===== src/rtl/cfd_pkg.sv =====
// Shared constants, types and register indexes of the constant-fraction timing block.
// No dependencies; cfd_if and the top level import this package.
package cfd_pkg;

  localparam int unsigned BINS         = 256;
  localparam int unsigned MAX_DELAY    = 64;
  localparam int unsigned SAMPLE_WIDTH = 24;

  localparam int unsigned DELAY_W  = 7;
  localparam int unsigned BW_W     = 10;
  localparam int unsigned CFG_W    = 10;
  localparam int unsigned CFG_IDX_W = 1;
  localparam int unsigned BIN_W    = $clog2(BINS + 1);
  localparam int unsigned CBIN_W   = $clog2(BINS);
  localparam int unsigned SLOT_W   = $clog2(MAX_DELAY);
  localparam int unsigned DISC_W   = SAMPLE_WIDTH + 4;
  localparam int unsigned ACC_W    = 32;
  localparam int unsigned TIME_W   = 19;
  localparam int unsigned CHARGE_W = 24;
  localparam int unsigned FRAC_W   = 8;

  typedef logic signed [SAMPLE_WIDTH-1:0] sample_t;
  typedef logic signed [TIME_W-1:0]       cfd_time_t;
  typedef logic signed [CHARGE_W-1:0]     charge_t;
  typedef logic signed [ACC_W-1:0]        acc_t;

  typedef enum logic [CFG_IDX_W-1:0] {
    CFG_DELAY_BINS = 1'b0,
    CFG_BIN_WIDTH  = 1'b1
  } cfg_idx_e;

  localparam logic [DELAY_W-1:0] DELAY_RESET = DELAY_W'(8);
  localparam logic [DELAY_W-1:0] DELAY_MAX   = DELAY_W'(MAX_DELAY);
  localparam logic [BW_W-1:0]    BW_RESET    = BW_W'(1);

  localparam cfd_time_t NO_CROSS_TIME = -TIME_W'(1024);

  localparam logic signed [ACC_W:0] ACC_MAX = (ACC_W+1)'(2147483647);
  localparam logic signed [ACC_W:0] ACC_MIN = -(ACC_W+1)'(33'sd2147483648);
  localparam logic signed [ACC_W:0] CHARGE_MAX = (ACC_W+1)'(8388607);
  localparam logic signed [ACC_W:0] CHARGE_MIN = -(ACC_W+1)'(8388608);
  localparam logic signed [ACC_W:0] RND_POS = (ACC_W+1)'(128);
  localparam logic signed [ACC_W:0] RND_NEG = (ACC_W+1)'(127);

endpackage


===== src/rtl/cfd_if.sv =====
// Valid/ready channels of the constant-fraction timing block: sample input and result output.
// Depends on cfd_pkg.
interface cfd_in_if;
  import cfd_pkg::*;

  logic    valid;
  logic    ready;
  sample_t sample;
  logic    last;

  modport source (output valid, output sample, output last, input ready);
  modport sink   (input valid, input sample, input last, output ready);
endinterface

interface cfd_out_if;
  import cfd_pkg::*;

  logic      valid;
  logic      ready;
  logic      found;
  cfd_time_t cfd_time;
  charge_t   charge;

  modport source (output valid, output found, output cfd_time, output charge, input ready);
  modport sink   (input valid, input found, input cfd_time, input charge, output ready);
endinterface


===== src/rtl/cfd_ram.sv =====
// Generic single-write, single-read RAM with registered, read-first output.
// No dependencies.
module cfd_ram #(
  parameter int unsigned WIDTH = 8,
  parameter int unsigned DEPTH = 64,
  localparam int unsigned AddrW = $clog2(DEPTH)
) (
  input  logic             clk_i,
  input  logic             we_i,
  input  logic [AddrW-1:0] waddr_i,
  input  logic [WIDTH-1:0] wdata_i,
  input  logic             re_i,
  input  logic [AddrW-1:0] raddr_i,
  output logic [WIDTH-1:0] rdata_o
);

  logic [WIDTH-1:0] mem_q [DEPTH];
  logic [WIDTH-1:0] rdata_q;

  // A read of the address being written returns the old entry.
  always_ff @(posedge clk_i) begin
    if (re_i) begin
      rdata_q <= mem_q[raddr_i];
    end
    if (we_i) begin
      mem_q[waddr_i] <= wdata_i;
    end
  end

  assign rdata_o = rdata_q;

endmodule


===== src/rtl/cfd_timing_and_charge_integrator.sv =====
// Top level of the constant-fraction timing and charge integrator.
// Depends on cfd_pkg, cfd_if (cfd_in_if, cfd_out_if) and cfd_ram.
//
//   channel   direction  request content
//   in_i      sink       sample (signed, 8 fraction bits), last
//   out_o     source     found, cfd_time, charge (one per window)
//   cfg_*     write      cfg_idx_i 0: delay_bins, 1: bin_width
//
// One sample is accepted every cycle while stage 1 is free; three register
// stages (sample/delay-line read, window accumulation, result formatting) carry
// a window's last sample through stage 1 and stage 2 into the result register
// on out_o. The delay-line RAM read port sets the first stage. A stalled out_o
// holds its result and backs up through the stages to in_i.ready. Reset restores
// the register defaults and empties the window; the delay line needs no clearing.
module cfd_timing_and_charge_integrator (
  input  logic                             clk_i,
  input  logic                             rst_ni,
  cfd_in_if.sink                           in_i,
  cfd_out_if.source                        out_o,
  input  logic                             cfg_we_i,
  input  logic [cfd_pkg::CFG_IDX_W-1:0]    cfg_idx_i,
  input  logic [cfd_pkg::CFG_W-1:0]        cfg_data_i
);
  import cfd_pkg::*;

  // Configuration
  logic [DELAY_W-1:0] delay_q;
  logic [BW_W-1:0]    bw_q;
  logic [DELAY_W-1:0] d_eff;

  // Accept stage
  logic               in_acc;
  logic [BIN_W-1:0]   bin_q, bin_d;
  logic               in_active;
  logic [BIN_W-1:0]   rd_diff;
  sample_t            line_rd;

  // Stage 1: accepted sample
  logic               s1_vld_q, s1_vld_d;
  sample_t            s1_sample_q;
  logic               s1_last_q;
  logic [BIN_W-1:0]   s1_bin_q;
  logic               s1_prompt_q;
  logic               s1_self_q;
  logic               s1_go;
  logic               s1_free;

  // Window state
  logic               prev_neg_q, prev_neg_d;
  logic               seen_q, seen_d;
  logic [CBIN_W-1:0]  cbin_q, cbin_d;
  acc_t               sum_q, sum_d;
  sample_t            disc_a;
  logic signed [DISC_W-1:0] disc;
  logic               disc_neg;
  logic signed [ACC_W:0]    sum_ext;
  acc_t               sum_sat;
  logic               upd_seen;
  logic [CBIN_W-1:0]  upd_cbin;
  acc_t               upd_sum;
  logic               upd_neg;

  // Stage 2: closed window
  logic               fin_vld_q, fin_vld_d;
  logic               fin_found_q;
  logic [CBIN_W-1:0]  fin_cbin_q;
  acc_t               fin_sum_q;
  logic               fin_load;
  logic               fin_go;
  logic               fin_free;

  // Stage 3: result register
  logic               out_vld_q, out_vld_d;
  logic               out_found_q;
  cfd_time_t          out_time_q, out_time_d;
  charge_t            out_charge_q, out_charge_d;
  logic               out_free;
  logic [CBIN_W+BW_W-1:0]   prod;
  logic signed [ACC_W:0]    rnd;
  logic signed [ACC_W:0]    q_full;

  // ---------------------------------------------------------------- config
  always_ff @(posedge clk_i or negedge rst_ni) begin
    if (!rst_ni) begin
      delay_q <= DELAY_RESET;
      bw_q    <= BW_RESET;
    end else if (cfg_we_i) begin
      unique case (cfg_idx_e'(cfg_idx_i))
        CFG_DELAY_BINS: delay_q <= cfg_data_i[DELAY_W-1:0];
        CFG_BIN_WIDTH:  bw_q    <= cfg_data_i[BW_W-1:0];
        default:        delay_q <= delay_q;
      endcase
    end
  end

  assign d_eff = (delay_q > DELAY_MAX) ? DELAY_MAX : delay_q;

  // ---------------------------------------------------------------- handshake
  assign out_free = !out_vld_q || out_o.ready;
  assign fin_go   = fin_vld_q && out_free;
  assign fin_free = !fin_vld_q || out_free;
  assign s1_go    = s1_vld_q && (!s1_last_q || fin_free);
  assign s1_free  = !s1_vld_q || s1_go;
  assign in_i.ready = s1_free;
  assign in_acc   = in_i.valid && s1_free;

  // ---------------------------------------------------------------- accept stage
  assign in_active = bin_q < BIN_W'(BINS);
  assign rd_diff   = bin_q - BIN_W'(d_eff);

  always_comb begin
    bin_d = bin_q;
    if (in_acc) begin
      if (in_i.last) begin
        bin_d = '0;
      end else if (in_active) begin
        bin_d = bin_q + BIN_W'(1);
      end
    end
  end

  cfd_ram #(
    .WIDTH (SAMPLE_WIDTH),
    .DEPTH (MAX_DELAY)
  ) u_line (
    .clk_i   (clk_i),
    .we_i    (in_acc && in_active),
    .waddr_i (bin_q[SLOT_W-1:0]),
    .wdata_i (in_i.sample),
    .re_i    (in_acc),
    .raddr_i (rd_diff[SLOT_W-1:0]),
    .rdata_o (line_rd)
  );

  assign s1_vld_d = in_acc ? 1'b1 : (s1_go ? 1'b0 : s1_vld_q);

  always_ff @(posedge clk_i) begin
    if (in_acc) begin
      s1_sample_q <= in_i.sample;
      s1_last_q   <= in_i.last;
      s1_bin_q    <= bin_q;
      s1_prompt_q <= bin_q < BIN_W'(d_eff);
      s1_self_q   <= d_eff == '0;
    end
  end

  // ---------------------------------------------------------------- window stage
  // Before the delay has filled, the delayed term is zero; with no delay the
  // sample is its own delayed copy, which gives four times the sample.
  always_comb begin
    if (s1_prompt_q) begin
      disc_a = '0;
    end else if (s1_self_q) begin
      disc_a = s1_sample_q;
    end else begin
      disc_a = line_rd;
    end
  end

  assign disc     = (DISC_W'(disc_a) <<< 2) + DISC_W'(disc_a) - DISC_W'(s1_sample_q);
  assign disc_neg = disc[DISC_W-1];

  assign sum_ext = (ACC_W+1)'(sum_q) + (ACC_W+1)'(s1_sample_q);
  always_comb begin
    if (sum_ext > ACC_MAX) begin
      sum_sat = ACC_MAX[ACC_W-1:0];
    end else if (sum_ext < ACC_MIN) begin
      sum_sat = ACC_MIN[ACC_W-1:0];
    end else begin
      sum_sat = sum_ext[ACC_W-1:0];
    end
  end

  always_comb begin
    upd_seen = seen_q;
    upd_cbin = cbin_q;
    upd_sum  = sum_q;
    upd_neg  = prev_neg_q;
    // Bins past the window length do not count.
    if (!s1_bin_q[BIN_W-1]) begin
      if (!seen_q && s1_bin_q != '0 && prev_neg_q && !disc_neg) begin
        upd_seen = 1'b1;
        upd_cbin = s1_bin_q[CBIN_W-1:0];
      end
      upd_neg = disc_neg;
      upd_sum = sum_sat;
    end
  end

  assign fin_load = s1_go && s1_last_q;

  always_comb begin
    seen_d     = seen_q;
    cbin_d     = cbin_q;
    sum_d      = sum_q;
    prev_neg_d = prev_neg_q;
    if (s1_go) begin
      if (s1_last_q) begin
        seen_d     = 1'b0;
        cbin_d     = '0;
        sum_d      = '0;
        prev_neg_d = 1'b0;
      end else begin
        seen_d     = upd_seen;
        cbin_d     = upd_cbin;
        sum_d      = upd_sum;
        prev_neg_d = upd_neg;
      end
    end
  end

  assign fin_vld_d = fin_load ? 1'b1 : (fin_go ? 1'b0 : fin_vld_q);

  always_ff @(posedge clk_i) begin
    if (fin_load) begin
      fin_found_q <= upd_seen;
      fin_cbin_q  <= upd_cbin;
      fin_sum_q   <= upd_sum;
    end
  end

  // ---------------------------------------------------------------- result stage
  assign prod = (CBIN_W+BW_W)'(fin_cbin_q) * (CBIN_W+BW_W)'(bw_q);
  assign out_time_d = fin_found_q ? cfd_time_t'(TIME_W'(prod)) : NO_CROSS_TIME;

  // Round half away from zero: negative sums take one less before the floor shift.
  assign rnd    = (ACC_W+1)'(fin_sum_q) + (fin_sum_q[ACC_W-1] ? RND_NEG : RND_POS);
  assign q_full = rnd >>> FRAC_W;

  always_comb begin
    if (q_full > CHARGE_MAX) begin
      out_charge_d = CHARGE_MAX[CHARGE_W-1:0];
    end else if (q_full < CHARGE_MIN) begin
      out_charge_d = CHARGE_MIN[CHARGE_W-1:0];
    end else begin
      out_charge_d = q_full[CHARGE_W-1:0];
    end
  end

  assign out_vld_d = fin_go ? 1'b1 : (out_o.ready ? 1'b0 : out_vld_q);

  always_ff @(posedge clk_i) begin
    if (fin_go) begin
      out_found_q  <= fin_found_q;
      out_time_q   <= out_time_d;
      out_charge_q <= out_charge_d;
    end
  end

  assign out_o.valid    = out_vld_q;
  assign out_o.found    = out_found_q;
  assign out_o.cfd_time = out_time_q;
  assign out_o.charge   = out_charge_q;

  // ---------------------------------------------------------------- control registers
  always_ff @(posedge clk_i or negedge rst_ni) begin
    if (!rst_ni) begin
      bin_q      <= '0;
      s1_vld_q   <= 1'b0;
      prev_neg_q <= 1'b0;
      seen_q     <= 1'b0;
      cbin_q     <= '0;
      sum_q      <= '0;
      fin_vld_q  <= 1'b0;
      out_vld_q  <= 1'b0;
    end else begin
      bin_q      <= bin_d;
      s1_vld_q   <= s1_vld_d;
      prev_neg_q <= prev_neg_d;
      seen_q     <= seen_d;
      cbin_q     <= cbin_d;
      sum_q      <= sum_d;
      fin_vld_q  <= fin_vld_d;
      out_vld_q  <= out_vld_d;
    end
  end

`ifndef SYNTHESIS
  a_bin_bounded: assert property (@(posedge clk_i) disable iff (!rst_ni)
    bin_q <= BIN_W'(BINS))
    else $error("bin counter beyond window length");

  a_last_restarts: assert property (@(posedge clk_i) disable iff (!rst_ni)
    in_acc && in_i.last |=> bin_q == '0)
    else $error("bin counter not restarted after last sample");

  a_window_clear: assert property (@(posedge clk_i) disable iff (!rst_ni)
    fin_load |=> !seen_q && !prev_neg_q && sum_q == '0 && cbin_q == '0)
    else $error("window state not cleared after close");

  a_fin_hold: assert property (@(posedge clk_i) disable iff (!rst_ni)
    fin_vld_q && !out_free |=> fin_vld_q && $stable(fin_sum_q) && $stable(fin_cbin_q))
    else $error("closed window lost while result stalled");

  a_no_overrun: assert property (@(posedge clk_i) disable iff (!rst_ni)
    fin_load |-> fin_free)
    else $error("window closed into a full result stage");
`endif

endmodule

===== src/flat_wrapper.sv =====
// flat-port wrapper written by rule: the top's interface ports become plain ports
module cfd_timing_and_charge_integrator_flat import cfd_pkg::*;
  (clk_i, rst_ni, cfg_we_i, cfg_idx_i, cfg_data_i, in_i_valid, in_i_sample, in_i_last, in_i_ready, out_o_valid, out_o_found, out_o_cfd_time, out_o_charge, out_o_ready);
  cfd_in_if in_i_i ();
  cfd_out_if out_o_i ();
  input  logic clk_i;
  input  logic rst_ni;
  input  logic cfg_we_i;
  input  logic [cfd_pkg::CFG_IDX_W-1:0] cfg_idx_i;
  input  logic [cfd_pkg::CFG_W-1:0] cfg_data_i;
  input wire logic [$bits(in_i_i.valid)-1:0] in_i_valid;
  input wire logic [$bits(in_i_i.sample)-1:0] in_i_sample;
  input wire logic [$bits(in_i_i.last)-1:0] in_i_last;
  output wire logic [$bits(in_i_i.ready)-1:0] in_i_ready;
  output wire logic [$bits(out_o_i.valid)-1:0] out_o_valid;
  output wire logic [$bits(out_o_i.found)-1:0] out_o_found;
  output wire logic [$bits(out_o_i.cfd_time)-1:0] out_o_cfd_time;
  output wire logic [$bits(out_o_i.charge)-1:0] out_o_charge;
  input wire logic [$bits(out_o_i.ready)-1:0] out_o_ready;
  assign in_i_i.valid = in_i_valid;
  assign in_i_i.sample = in_i_sample;
  assign in_i_i.last = in_i_last;
  assign in_i_ready = in_i_i.ready;
  assign out_o_valid = out_o_i.valid;
  assign out_o_found = out_o_i.found;
  assign out_o_cfd_time = out_o_i.cfd_time;
  assign out_o_charge = out_o_i.charge;
  assign out_o_i.ready = out_o_ready;
  cfd_timing_and_charge_integrator u_core (.clk_i(clk_i), .rst_ni(rst_ni), .in_i(in_i_i), .out_o(out_o_i), .cfg_we_i(cfg_we_i), .cfg_idx_i(cfg_idx_i), .cfg_data_i(cfg_data_i));
endmodule

===== config.mk =====
export PLATFORM = sky130hd
export DESIGN_NAME = cfd_timing_and_charge_integrator_flat
export DESIGN_NICKNAME = d
export VERILOG_FILES = /design/src/rtl/cfd_pkg.sv /design/src/rtl/cfd_if.sv /design/src/rtl/cfd_ram.sv /design/src/rtl/cfd_timing_and_charge_integrator.sv /design/src/flat_wrapper.sv
export SDC_FILE = /design/constraint.sdc
export NUM_CORES = 2
export LEC_CHECK = 0
export BUFFER_PORTS_ARGS = -buffer_cell sky130_fd_sc_hd__buf_2
export CAP_MARGIN = 30
export CORE_MARGIN = 2
export CORE_UTILIZATION = 41
export CTS_BUF_LIST = sky130_fd_sc_hd__clkbuf_16
export CTS_CLUSTER_SIZE = 14
export DETAILED_ROUTE_END_ITERATION = 10
export GPL_ROUTABILITY_DRIVEN = 0
export GPL_TIMING_DRIVEN = 0
export PLACE_DENSITY_LB_ADDON = 0.2
export REMOVE_ABC_BUFFERS = 1
export SYNTH_ARGS = -nofsm -noshare
export SYNTH_HDL_FRONTEND = slang
export SYNTH_SLANG_ARGS = --single-unit
export TNS_END_PERCENT = 1

===== constraint.sdc =====
create_clock -name clk_i -period 12.1 [get_ports clk_i]
set_input_delay 1.21 -clock clk_i [delete_from_list [all_inputs] [get_ports clk_i]]
set_output_delay 1.21 -clock clk_i [all_outputs]
set_load 0.03 [all_outputs]

# == Yosys cells after proc, flatten, opt, wreduce, memory -nomap -nowiden ==
# Memories as Yosys holds them, arrays and structs flattened. A register that Yosys moved wholly into a read port is not among the register bits.
# Cells that the tools add are included.
# op_classes
n_addsub,6
multipliers,1
magnitude_cmp,7
eq_ne,1
n_mux,28
bitwise,1
n_reduce_logical,28
# ops
operator,n
$mux W32,4
$mux W24,3
$add A32 B24 Y33,1
$add A32 B9 Y33,1
$gt A33 B32 Y1 const B,1
$lt A33 B32 Y1 const B,1
$mux W8,4
$sub A27 B24 Y28,1
$add A26 B24 Y27,1
$gt A25 B24 Y1 const B,1
$lt A25 B24 Y1 const B,1
$mux W19,1
$mul A8 B10 Y18,1
$mux W9,2
$mux W1,13
$add A9 B1 Y9 const B,1
$lt A9 B7 Y1,1
$lt A9 B9 Y1 const B,1
$reduce_bool A9 Y1,1
$logic_and A1 B1 Y1,8
$reduce_and A2 Y1,4
$reduce_bool A2 Y1,4
$gt A7 B7 Y1 const B,1
$logic_not A7 Y1,1
6 further kinds,14
# totals
reg_bits,192
mem_bits_rw,1536
inputBits,41
wordCells,95
mem_count,1
# memory_table
name,depth,word_bits,rd,rd_ports_with_merged_regs,write_ports,line_no,source
u_core.u_line.mem_q,64,24,1,1,1,cfd_ram.sv:17,logic [WIDTH-1:0] mem_q [DEPTH];

# == Depth between registers and ports, before layout ==
# logic_depth
ltp_word,10
mapped_depth,19
ltp_nobuf,18

# == Modules after synthesis ==
# A second synthesis with hierarchy kept.
# hier_totals
cells_unflattened,3963
area_unflattened_um2,73465.5
# by_module_without_submodules
module,instances,cells_each,area_each_um2,seq_area_each_um2
cfd_ram,1,2610,59535.8,46844.9
cfd_timing_and_charge_integrator,1,1353,13929.6,5412.7

# == Least setup slack after synthesis ==
# OpenSTA, ideal clock, no wires.
# synth_path
path_kind,register -> register
start,reg u_core.bw_q[6]
end,"reg u_core.out_time_q[16], in the netlist u_core.out_o.cfd_time[16], data pin"
setup_ns,0.266
arrival_ns,4.018
required_ns,11.834
slack_ns,7.816
path_stages_with_launch,17
path_buffers,1
cell_sequence,dfrtp_1 -> clkbuf_1 -> and2_1 -> fa_1 -> inv_1 -> fa_1 -> inv_1 -> fa_1 -> fa_1 -> ha_1 -> a21oi_1 -> o21ai_0 -> a41oi_1 -> a21oi_1 -> a31oi_1 -> xor2_1 -> nand2_1
# synth_via
elab_chain_len,1
# synth_rtl
element,line_no,source
"start, declared",cfd_timing_and_charge_integrator.sv:28,logic [BW_W-1:0] bw_q;
"start signal, assigned",cfd_timing_and_charge_integrator.sv:90,CFG_BIN_WIDTH: bw_q <= cfg_data_i[BW_W-1:0];
$mul A8 B10 Y18,cfd_timing_and_charge_integrator.sv:223,assign prod = (CBIN_W+BW_W)'(fin_cbin_q) * (CBIN_W+BW_W)'(bw_q);
"end signal, assigned",cfd_timing_and_charge_integrator.sv:245,out_time_q <= out_time_d;
"end, declared",cfd_timing_and_charge_integrator.sv:75,"cfd_time_t out_time_q, out_time_d;"
# Every way passes these cells.
# A chain may end at the register's enable or synchronous reset.

# == Worst setup path in the final report ==
# layout_path
start,reg u_core.bin_q[0]
end,"reg u_core.u_line.rdata_q[5], in the netlist u_core.u_line.rdata_o[5] (read register of u_core.u_line.mem_q), data pin"
# layout_via
elab_chain_len,1
# layout_rtl
element,line_no,source
"start, declared",cfd_timing_and_charge_integrator.sv:33,"logic [BIN_W-1:0] bin_q, bin_d;"
"start signal, assigned",cfd_timing_and_charge_integrator.sv:267,bin_q <= bin_d;
$sub A6 B6 Y6,cfd_timing_and_charge_integrator.sv:109,assign rd_diff = bin_q - BIN_W'(d_eff);
"end, declared",cfd_ram.sv:18,logic [WIDTH-1:0] rdata_q;
# Every way passes these cells.

==> summary.md <==
| Metric | Value |
|---|---|
| Run status | `finished, final reports clean` |
| Total global routing overflow | `0` |
| CP arrival | `5.87 ns` |
| Synth area leaders | `edfxtp_1 69%, mux4_2 16%, dfrtp_1 2.4%` |
| WL final | `178000 µm` |
| Share of the synthesized area in the top cell type | `69.1%` |
| RSZ-0062 raised after global routing | `false` |
| Yosys top cell by area | `edfxtp_1` |
| Syn_area_per_cell | `20.2 µm²` |
| Slew Limit Fails | `0` |
| Final setup vio count | `0` |
| Final period util | `44.2%` |
| Maximum vdd drop | `0.000147 V` |
| Pin count of the biggest net entering global routing | `55` |
| Share of cells above drive strength 1 | `28.6%` |
| Sequential group share of total power | `37.5%` |
| WS Path Type | `register to register` |
| Initial cell density of the core | `41.4%` |
| I/O pin cnt | `87` |
| Worst Max-Slew Pin Slew | `1.04 ns` |
| CP Capture Type | `register` |
| Detailed placement HPWL | `118000 µm` |
| Post-route ant nets | `0` |
| Metal-1 WL | `77400 µm` |
| # rows | `154` |
| Post-synth EDFFs | `1681` |
| Die H | `426 µm` |
| Max frequency | `187 MHz` |
| Root Buffer | `clkbuf_16` |
| Worst-Skew Late Latency | `0.81 ns` |
| Area grow syn2layout | `16.7%` |
| # hold bufs at CTS | `0` |
| Max-slew headroom | `30.7%` |
| DRC | `0` |
| Port bufs | `86` |
| Cell area after placement | `79400 µm²` |
| Die Wd | `426 µm` |
| Post-CTS Setup Repair Bufs | `0` |
| Final Skew | `0.0403 ns` |
| CTS clk-pin slew, worst paths | `0.06 ns` |
| Hold/Removal Path Class | `input port to async pin` |
| Leak | `28.3 nW` |
| Routed vias/inst | `5.56` |
| CTS Sinks | `1752` |
| Comb pwr share | `33.7%` |
| Worst-path maximum fanout | `49` |
| Drt wl/cell | `28.0 µm` |
| Net Switching | `5.97 mW` |
| First-pass GRT wire length | `259000 µm` |
| Die ar. | `182000 µm²` |
| Total CTS buffers | `183` |
| Top Metal Used | `met5` |
| Vias | `35.3k` |
| Syn Std Cell Area | `73000 µm²` |
| Clock buffer depth | `3` |
| Async SR Flop Fraction | `4.05%` |
| #FFs+latches synth | `1752` |
| Final critical-path required period | `5.35 ns` |
| Ys Warns | `0` |
| Max-Cap Viols | `0` |
| Met3 routed WL | `10400 µm` |
| Nets | `4092` |
| Cell count after synthesis | `3613` |
| Final hold vios | `0` |
| Seq/Total Area, Yosys | `71.5%` |
| R2R cell count | `10` |
| PwrDens | `224 nW/µm²` |
| CTS tree | `built` |
| Design Area, Final | `85300 µm²` |
| All-Layer GR Usage | `19.9%` |
| DRT iter0 DRCs | `3603` |
| Vias in the first global route | `35.9k` |
| Clock power frac | `28.8%` |
| H-tree lvl count | `4` |
| Synth unique cells | `77` |
| Sw frac | `31.3%` |
| CP required | `12.62 ns` |
| Area of the core | `176000 µm²` |
| Initial antenna violation count | `8` |
| Drt first pass iters | `7` |
| Most used flip-flop cell after synthesis | `edfxtp_1` |
| Met2 WL | `86100 µm` |
| Pint | `13.1 mW` |
| CTS resizes | `0` |
| CP startpoint kind | `register` |
| Total power | `19.1 mW` |
==> power groups by stage <==
stage	clock, mW	combinational [mW]	sequential [mW]
6_report	5.49	6.43	7.15
5_1_grt	5.85	6.90	7.17
4_1_cts	5.60	6.55	7.15
3_5_place_dp	0	6.53	7.27
3_3_place_gp	0	7.32	7.28
2_1_floorplan	0	5.86	7.27
==> path summary, 6_finish.rpt <==
kind	from	endpoint	slack (ns)
min reg2reg	u_core.prev_neg_q	u_core.prev_neg_q	0.51
min	rst_ni	u_core.bw_q[7]	0.33
min in group clk_i	u_core.prev_neg_q	u_core.prev_neg_q	0.51
max	u_core.bin_q[0]	u_core.u_line.rdata_o[5]	6.75
max in group asynchronous	rst_ni	u_core.sum_q[29]	11.17
max reg2reg	u_core.bin_q[0]	u_core.u_line.rdata_o[5]	6.75
==> state kept, by name (all words and copies together) (netlist names), 10 cells and up <==
name / flops
u_core.fin_sum_q: 32
u_core.u_line.mem_q: 1536
u_core.out_o.cfd_time: 19
u_core.out_o.charge: 24
u_core.sum_q: 32
u_core.u_line.rdata_o: 24
u_core.s1_sample_q: 24
u_core.bw_q: 10
==> critical path, stage by stage, from the launching register on <==
cell and delay [ns]:
dfrtp_1 0.56, inv_1 0.22, ha_4 0.15, inv_1 0.06
fa_4 1.40, buf_16 0.34, buf_16 0.33, buf_16 0.30
mux4_2 0.37, mux4_2 0.62, mux4_2 0.56
==> stage by stage <==
stage               util, %  worst slack (ns)  hold WS [ns]  std cells  setup TNS, ns
floorplan                 -             -4.59         0.470       3450        -110.20
CTS                    48.3              6.70         0.277       6351              0
detailed placement     45.0              6.71         0.502       6022              0
global placement       42.9            -12.81         0.493       5876        -303.96
finish                 48.3              6.75         0.333       6352              0
global route           48.3              6.53         0.296       6351              0
==> placed cells by master (no fill, tap or decap), types with 57 or more instances in the layout <==
cell type  netlist  layout
and2_1          57      57
buf_16           0      57
buf_2           45      85
clkbuf_16        0     190
dfrtp_1         69      69
edfxtp_1      1681    1681
fa_1            73      72
ha_1           111     110
inv_1          137     180
mux4_2         504     504
nand2_1        157     157
nor2_4           0      64
o21ai_0         69      69
==> cells in the mapped netlist (18+ instances only) <==
cell type and instances:
dfrtp_1 69, nor2_1 120, xnor2_1 29, fa_1 73
o21ai_0 69, buf_2 45, a21o_1 19, or2_2 27
a21oi_1 50, mux2i_1 24, and2_1 57, ha_1 111
nor3_1 18, clkbuf_1 101, xor2_1 37, inv_1 137
edfxtp_1 1681, mux2_2 40, mux4_2 504, nand3_1 25
nand2_1 157
==> final cells by class <==
type / count / area, µm²
fillers: 14400 / 91200
flip-flops and latches: 1752 / 52300
clock buffers: 190 / 4750
multi-input cells: 1561 / 20100
repair buffers: 232 / 3580
clock inverters: 139 / 1110
diodes: 1 / 2.50
well taps: 2340 / 2930
inverters: 137 / 514
==> kinds of logic after synthesis <==
kind of cell / share of synthesized area [%]
muxes: 16.5
DFF: 71.5
xor gates and xnor gates: 0.814
buffers and inverters: 1.67
adders and majority gates: 3.93
and+or+nand+nor: 3.25
AOI/OAI and AO/OA: 2.30
==> routing by layer <==
metal,vias up,track usage [%]
li1,15200,-
met1,18800,28.2
met2,1025,31.7
met3,226,3.74
met4,4,5.00
met5,-,0
(Power assumes the default switching activity.)
